File: src/rtl/bfsr_pkg.sv
package bfsr_pkg;

	localparam int STORE_BYTES_DEF    = 4096;
	localparam int MAX_FIELD_BITS_DEF = 64;
	localparam int VALUE_W            = 64;
	localparam int COUNT_W            = 16;

	typedef enum logic [3:0] {
		CMD_APPEND    = 4'd0,
		CMD_READ_U    = 4'd1,
		CMD_READ_S    = 4'd2,
		CMD_READ_RUN  = 4'd3,
		CMD_SKIP      = 4'd4,
		CMD_PEEK      = 4'd5,
		CMD_MARK      = 4'd6,
		CMD_REW_MARK  = 4'd7,
		CMD_REW_START = 4'd8,
		CMD_CLEAR     = 4'd9
	} cmd_e;

	typedef enum logic [1:0] {
		FMT_SIGN_MAG = 2'd0,
		FMT_ONES     = 2'd1,
		FMT_TWOS     = 2'd2,
		FMT_INVALID  = 2'd3
	} fmt_e;

	typedef struct packed {
		logic [3:0]         command;
		logic [7:0]         data_byte;
		logic [COUNT_W-1:0] bit_count;
		logic [1:0]         sign_format;
	} cmd_item_t;

	typedef struct packed {
		logic               ok;
		logic [VALUE_W-1:0] value;
		logic               run_bit;
		logic [COUNT_W-1:0] run_length;
		logic [COUNT_W-1:0] rewound_bits;
		logic [COUNT_W-1:0] cursor_position;
		logic [COUNT_W-1:0] remaining_bits;
	} rsp_item_t;

	// controller to datapath
	typedef struct packed {
		logic accept;
		logic check;
		logic app_lo;
		logic fetch_field;
		logic extract;
		logic convert;
		logic fetch_run;
		logic load_out;
	} ctl_t;

	// datapath to controller
	typedef struct packed {
		logic go_field;
		logic go_run;
		logic go_lo;
		logic field_last;
		logic run_last;
	} st_t;

endpackage

File: src/rtl/bfsr_ctrl.sv
module bfsr_ctrl (
	input  logic           clk,
	input  logic           arst_n,
	input  logic           cmd_valid,
	output logic           cmd_ready,
	output logic           rsp_valid,
	input  logic           rsp_ready,
	input  bfsr_pkg::st_t  st,
	output bfsr_pkg::ctl_t ctl
);

	typedef enum logic [2:0] {
		S_IDLE,
		S_CHECK,
		S_APP_LO,
		S_FIELD,
		S_EXTRACT,
		S_CONVERT,
		S_RUN,
		S_FINISH
	} state_t;

	state_t state_q;
	logic   rsp_valid_q;
	logic   load_out;

	assign cmd_ready = (state_q == S_IDLE);
	assign rsp_valid = rsp_valid_q;
	// the output register frees up in the same cycle it is taken
	assign load_out  = (state_q == S_FINISH) && (!rsp_valid_q || rsp_ready);

	always_comb begin
		ctl             = '0;
		ctl.accept      = cmd_valid && cmd_ready;
		ctl.check       = (state_q == S_CHECK);
		ctl.app_lo      = (state_q == S_APP_LO);
		ctl.fetch_field = (state_q == S_FIELD);
		ctl.extract     = (state_q == S_EXTRACT);
		ctl.convert     = (state_q == S_CONVERT);
		ctl.fetch_run   = (state_q == S_RUN);
		ctl.load_out    = load_out;
	end

	always_ff @(posedge clk or negedge arst_n) begin
		if (!arst_n) begin
			state_q     <= S_IDLE;
			rsp_valid_q <= 1'b0;
		end else begin
			if (load_out) begin
				rsp_valid_q <= 1'b1;
			end else if (rsp_ready) begin
				rsp_valid_q <= 1'b0;
			end
			case (state_q)
				S_IDLE: begin
					if (cmd_valid) state_q <= S_CHECK;
				end
				S_CHECK: begin
					if (st.go_field)     state_q <= S_FIELD;
					else if (st.go_run)  state_q <= S_RUN;
					else if (st.go_lo)   state_q <= S_APP_LO;
					else                 state_q <= S_FINISH;
				end
				S_APP_LO:  state_q <= S_FINISH;
				S_FIELD: begin
					if (st.field_last) state_q <= S_EXTRACT;
				end
				S_EXTRACT: state_q <= S_CONVERT;
				S_CONVERT: state_q <= S_FINISH;
				S_RUN: begin
					if (st.run_last) state_q <= S_FINISH;
				end
				S_FINISH: begin
					if (load_out) state_q <= S_IDLE;
				end
				default: state_q <= S_IDLE;
			endcase
		end
	end

endmodule

File: config.mk
export PLATFORM = sky130hd
export DESIGN_NAME = bfsr_ctrl
export DESIGN_NICKNAME = d
export VERILOG_FILES = /design/src/rtl/bfsr_pkg.sv /design/src/rtl/bfsr_ctrl.sv
export SDC_FILE = /design/constraint.sdc
export NUM_CORES = 1
export LEC_CHECK = 0
export BUFFER_PORTS_ARGS = -buffer_cell sky130_fd_sc_hd__clkbuf_2
export CAP_MARGIN = 20
export CORE_AREA = 8 8 45 47
export DETAILED_ROUTE_END_ITERATION = 10
export DIE_AREA = 0 0 53 55
export GPL_TIMING_DRIVEN = 0
export HOLD_SLACK_MARGIN = 0.03
export SYNTH_ARGS = -nofsm -noshare
export SYNTH_HDL_FRONTEND = slang
export SYNTH_SLANG_ARGS = --single-unit
File: constraint.sdc
create_clock -name clk -period 1.6 [get_ports clk]
set_input_delay 0.32 -clock clk [delete_from_list [all_inputs] [get_ports clk]]
set_output_delay 0.32 -clock clk [all_outputs]
set_load 0.01 [all_outputs]
==> results.md, run 1 <==
- Starting Density: 23.8%
- Reg area: 100 um2
- Initial antenna violation count: 0
- GPL Wtd Cong: 0.764
- Max_cap viols: 0
- RSZ-0062 raised after global routing: true
- Reg2reg setup slack: 0.13 ns
- Synthesized instance count: 41
- Status: complete, no violations
- Via count: 399
- Critical-path maximum fanout: 5
- Combinational power share: 69.4%
- Final hold slack: 0.399 ns
- Global-route wire length before repair: 1570 um
- H-tree Lvls: 1
- Final Max Slew Viols: 0
- Reg power frac: 18.8%
- Area of the multi-input gates: 215 um2
- Commonest non-fill, non-tap cells in the layout: clkbuf_2 (15), buf_4 (7), nor2_1 (6)
- DIE AREA: 2920 um2
- IO buf count: 18
- Leakage: 0.286 nW
- Syn Std Cell Area: 329 um2
- Final WS setup: 0.0483 ns
- # diodes: 0
- Pre-Repair DR Iteration Count: 4
- Iter 0 DRT Violations: 20
- Critical path class: flop to output port
- Fin crit share: 97.0%
- Ys flop type: dfrtp_1
- Fill count: 144
- Clk network pwr share: 11.9%
- Total gr overflow: 0
- R2r startpoint: state_q[0]
- Largest net degree at the start of global routing: 11
- Fmax: 0.644 GHz
- DRT antenna net count: 0
- Yosys cell types: 24
- WL final: 1070 um
- Final HPWL DP: 714 um
- Die width: 53 um
- FF-to-FF path depth: 4
- Row count: 14
- Number of enable flip-flop cells after synthesis: 0
- Setup WS pre-CTS: 0.166 ns
- Vias/cell: 4.64
- Reg2Reg Capture Point: state_q[0]
- Share of cells above drive strength 1: 52.9%
- # clock sinks: 4
- Worst hold start: rsp_ready
- Int Pwr: 627 uW
- Num ports: 19
- CTS tree: built
- Async SR Flop Fraction: 100%
- Die Ht: 55 um
- TritonCTS Buffers: 3
- Longest Clk Path Bufs: 2
- CTS clk-pin slew, worst paths: 0.04 ns
- Hold Crit Endpoint: rsp_valid
- Yosys Warn Count: 0
- Min Tclk post-route: 1.55 ns
- CP Capture Type: output port
- Pwr Total: 1.10 mW
- # DRC: 0
- Pwr dens: 1990 nW/um2
- Crit path arrival time: 1.23 ns
- Seq/Total Area, Yosys: 30.4%
- VDD IR max: 0.000706 V
- Worst slew margin: 85.5%
- Worst Hold Depth: 3
- Req. time, crit path: 1.28 ns
- Setup tns final: 0 ns
- Hold crit path type: primary input to flop
- Sw frac: 43.0%
- Final setup fails: 0
- Hold Violations, Final: 0
- Most common cell after layout, fill and taps aside: clkbuf_2
- Vias in the first global route: 403
- Net Sw Power: 473 uW
- Core area: 1380 um2
- Synthesized net count: 50
- Worst-margin pin slew: 0.217 ns
- CP Launch Type: flop
- Tot GR Track Use: 7.00%
- Nets: 81
- Post-synthesis sequential element count: 4
- Syn_area_per_cell: 8.03 um2
- P&R area growth vs syn: 68.1%
- Clock Latency Late Sink: 0.24 ns
- WL/cell: 12.5 um
- Clock skew: 0.00300 ns
- Clock Tree Root: clkbuf_4
[kinds of logic (layout without fill, tap and decap cells)]
kind of cell	count (synthesis)	count (layout)	synth area share [%]
and+or+nand+nor	23	23	40.3
AOI/OAI and AO/OA	9	9	18.6
buffers and inverters	5	34	10.6
DFF	4	4	30.4
[stage by stage]
| step | instances | instance area (um2) | utilization [%] |
|---|---|---|---|
| after floorplan | 41 | 329 | - |
| after global placement | 75 | 439 | 31.7 |
| after detailed placement | 75 | 439 | 31.7 |
| after CTS | 80 | 490 | 35.4 |
| after global routing | 86 | 553 | 40.0 |
| final | 86 | 553 | 40.0 |
[worst max-delay path: stages (launching register included)]
cell and delay, ns:
dfrtp_1 0.42, buf_6 0.16, nand3_2 0.10, nor2_1 0.11, buf_4 0.11, buf_4 0.11
[how the worst max path moves through the flow]
stage                       to  slack [ns]  depth (start not counted)        from
CTS                     ctl[0]       0.005                          5  state_q[0]
finish                  ctl[0]        0.05                          5  state_q[0]
global route            ctl[7]       -0.01                          4  state_q[2]
global placement    state_q[0]        0.20                          4  state_q[0]
floorplan               ctl[7]        0.17                          3  state_q[2]
detailed placement  state_q[0]        0.17                          4  state_q[0]
[power by group through the flow]
stage / clock network [mW] / registers, mW / logic (mW)
5_1_grt: 0.134 / 0.213 / 0.824
6_report: 0.131 / 0.206 / 0.763
3_3_place_gp: 0 / 0.203 / 0.563
2_1_floorplan: 0 / 0.198 / 0.406
3_5_place_dp: 0 / 0.204 / 0.571
4_1_cts: 0.129 / 0.199 / 0.625
[flip-flops by register name, summed over array words and instances, names as in the netlist]
name / flops
rsp_valid: 1
state_q: 3
[cell usage after synthesis (2+ instances only)]
cell type	count	share of area, %
buf_4	2	4.6
a21oi_1	2	3.0
o21ai_0	2	3.0
nor3_1	2	3.0
dfrtp_1	4	30
nor2_1	6	6.8
nor3b_1	3	6.8
nand2_1	3	3.4
and2_1	2	3.8
[timing repair]
action                     4_1_cts  5_1_grt
pin swaps                        0        2
buffers inserted                 1        4
hold endpoints to repair         4        0
gates resized for setup          3        7
hold buffers                     1        0
setup endpoints to repair        2        2
cloned                           0        2
[cell type report]
type	count	area share [%]
plain buffers	4	7.47
multi-input cells	32	38.9
repair buffers	26	27.1
flip-flops and latches	4	18.1
inverters	1	0.679
well taps	16	3.62
clock buffers	3	4.07
[metal layers]
layer,up-vias,wire [um],GRT usage [%]
li1,200,-,-
met1,179,451,7.62
met2,18,554,11.9
met3,2,55,1.34
met4,0,10,5.17
met5,-,0,0
(Power assumes the default switching activity.)
==> inputs of run 2 (changes only) <==
--- a/config.mk
+++ b/config.mk
@@ -5,6 +5,7 @@
 export SDC_FILE = /design/constraint.sdc
 export NUM_CORES = 1
 export LEC_CHECK = 0
+export ABC_AREA = 1
 export BUFFER_PORTS_ARGS = -buffer_cell sky130_fd_sc_hd__clkbuf_2
 export CAP_MARGIN = 20
 export CORE_AREA = 8 8 45 47
==> run 2 against run 1 <==
Net effect: clock skew shrank 0.0029 ns; final area decreased by 12%; final cell count up 9.3%; first-iteration DRC count fell by 90%; sequential power grew 11%; fmax increased by 3.3%; critical path depth unchanged; global-route usage increased by 0.39 points.
==> results.md, run 2 <==
- Initial antenna violation count: 0 (unchanged)
- Net Sw Power: 409 uW (-14%)
- Clk network pwr share: 15.0% (+3.1 points)
- Critical path class: flop to output port
- Clock skew: 0.0000677 ns (-0.00294 ns)
- WL final: 889 um (-17%)
- Yosys Warn Count: 0 (unchanged)
- Combinational power share: 58.3% (-11 points)
- Most common cell after layout, fill and taps aside: clkbuf_2
- Min Tclk post-route: 1.50 ns (-0.0492 ns)
- P&R area growth vs syn: 45.4%
- Synth top area share: 29.7% (-0.68 points)
- Longest Clk Path Bufs: 2 (unchanged)
- Num ports: 19 (unchanged)
- DIE AREA: 2920 um2 (unchanged)
- IO buf count: 18 (unchanged)
- Wire length on met3: 90 um (+64%)
- Reg power frac: 26.7% (+7.9 points)
- Synthesized net count: 65 (+30%)
- CP Capture Type: output port
- Max FFs per register: 3 (unchanged)
- VDD IR max: 0.000445 V (-37%)
- Worst slew margin: 85.5% (about the same)
- H-tree Lvls: 1 (unchanged)
- Async SR Flop Fraction: 100% (unchanged)
- RSZ-0062 raised after global routing: false
- TritonCTS Buffers: 3 (unchanged)
- Pwr Total: 859 uW (-22%)
- Yosys cell types: 13 (-46%)
- Sw frac: 47.6% (+4.6 points)
- Commonest non-fill, non-tap cells in the layout: clkbuf_2 (18), nand2_1 (13), inv_1 (12)
- Top area cells in the synthesized netlist: dfrtp_1 (30%), nand2_1 (14%), inv_1 (13%), nor2_1 (10%), o21ai_0 (7.4%)
- Global-route wire length before repair: 1530 um (-2.2%)
- Starting Density: 24.3% (+0.54 points)
- Final setup fails: 0 (unchanged)
- WL met2: 423 um (-24%)
- Pwr dens: 1760 nW/um2 (-12%)
- Critical-path maximum fanout: 8 (+3)
- Pre-Repair DR Iteration Count: 4 (unchanged)
- Fmax: 0.666 GHz (+3.3%)
- Most flops, register: state_q
- Number of enable flip-flop cells after synthesis: 0 (unchanged)
- Post-synthesis sequential element count: 4 (unchanged)
- Postcts setup bufs: 0 (-1)
- Clock Latency Late Sink: 0.24 ns (about the same)
- Die width: 53 um (unchanged)
- CTS tree: built
- Via count: 394 (-1.3%)
- CTS clk-pin slew, worst paths: 0.04 ns (about the same)
- Clock Tree Root: clkbuf_4
- Syn_area_per_cell: 6.01 um2 (-25%)
- Vias/cell: 4.19 (-9.7%)
- WL/cell: 9.46 um (-24%)
- Final Max Slew Viols: 0 (unchanged)
- GPL Wtd Cong: 0.798 (+4.5%)
- Final HPWL DP: 736 um (+3.2%)
- CP Launch Type: flop
- # diodes: 0 (unchanged)
- # clock sinks: 4 (unchanged)
- Die Ht: 55 um (unchanged)
- # DRC: 0 (unchanged)
- Share of cells above drive strength 1: 39.7% (-13 points)
- Row count: 14 (unchanged)
- Status: complete, no violations
- Hold crit path type: primary input to flop
- Iter 0 DRT Violations: 2 (-90%)
- Largest net degree at the start of global routing: 9 (-2)
- Int Pwr: 450 uW (-28%)
- Nets: 89 (+9.9%)
- Fin crit share: 93.9% (-3.1 points)
- Vias in the first global route: 393 (-2.5%)
- Total gr overflow: 0 (unchanged)
- Req. time, crit path: 1.28 ns (about the same)
- Hold Violations, Final: 0 (unchanged)
- Leakage: 0.308 nW (+8.0%)
- Synthesized instance count: 56 (+37%)
- M1 WL: 367 um (-19%)
- Core area: 1380 um2 (unchanged)
- Max_cap viols: 0 (unchanged)
- Synth cell count leaders: nand2_1 (13), inv_1 (12), nor2_1 (9), o21ai_0 (5)
- Syn Std Cell Area: 337 um2 (+2.3%)
- Tot GR Track Use: 7.39% (+0.39 points)
- Ys flop type: dfrtp_1
- Crit path arrival time: 1.18 ns (-0.05 ns)
- Cell with the most instances after synthesis: nand2_1
- Setup tns final: 0 ns (unchanged)
- Worst-margin pin slew: 0.215 ns (-0.00233 ns)
- Seq/Total Area, Yosys: 29.7% (-0.68 points)
- Yosys top cell by area: dfrtp_1
- Highest layer used for signal routing: met4
- DRT antenna net count: 0 (unchanged)
-- run 2: cells by family after synthesis --
kind of cell    count (synthesis)  synth area share, %
flops                           4                 29.7
compound gates                  7                 10.4
simple gates                   31                 40.9
buf+inv                        14                 19.0
-- run 2: worst max-delay path, stage by stage (launching register included) --
cell and delay [ns]:
dfrtp_1 0.33, buf_6 0.14, nand3_2 0.11, a21oi_1 0.14, buf_4 0.12, clkbuf_2 0.12
-- run 2: worst paths after layout --
path                             from         end  slack (ns)  depth (start not counted)
setup / recovery           state_q[2]      ctl[0]         0.1                          5
hold / removal              rsp_ready   rsp_valid        0.37                          4
setup reg to reg           state_q[2]  state_q[1]        0.50                          7
hold reg to reg             rsp_valid   rsp_valid        0.54                          2
max in group asynchronous      arst_n  state_q[1]        1.04                          2
min in group asynchronous      arst_n  state_q[2]        0.42                          2
-- run 2: area by class of cell --
class	instances	area [um2]
fill	167	895
multi-input combinational	38	180
sequential	4	103
timing repair buffer	19	100
inverter	12	45.0
clock buffer	3	22.5
tap	16	20.0
buffer	2	18.8
-- run 2: power groups by stage --
stage / Sequential (mW) / Clock, mW / Combinational (mW)
2_1_floorplan: 0.209 / 0 / 0.347
3_3_place_gp: 0.220 / 0 / 0.490
3_5_place_dp: 0.217 / 0 / 0.494
4_1_cts: 0.222 / 0.134 / 0.498
5_1_grt: 0.241 / 0.141 / 0.574
6_report: 0.229 / 0.129 / 0.501
-- run 2: per-stage QoR --
step                      hold WS, ns  instances  cell area, um2  setup WS (ns)  utilization (%)
after floorplan                0.0244         56             337          0.411                -
after global placement          0.128         90             447          0.236             32.3
after detailed placement        0.133         90             447          0.232             32.3
after CTS                       0.369         94             482         0.0264             34.8
after global routing            0.392         94             489        0.00489             35.4
final                           0.373         94             489         0.0975             35.4
-- run 2: metal layers --
layer | GRT usage, % | vias to the layer above
met5 | 0 | -
met4 | 7.76 | 0
met3 | 3.74 | 2
met2 | 11.3 | 12
met1 | 6.87 | 168
li1 | - | 212
-- run 2: timing repair --
action | 4_1_cts | 5_1_grt
resized for setup | 2 | 2
hold buffers | 1 | 0
setup endpoints to repair | 1 | 2
hold endpoints to repair | 4 | 0
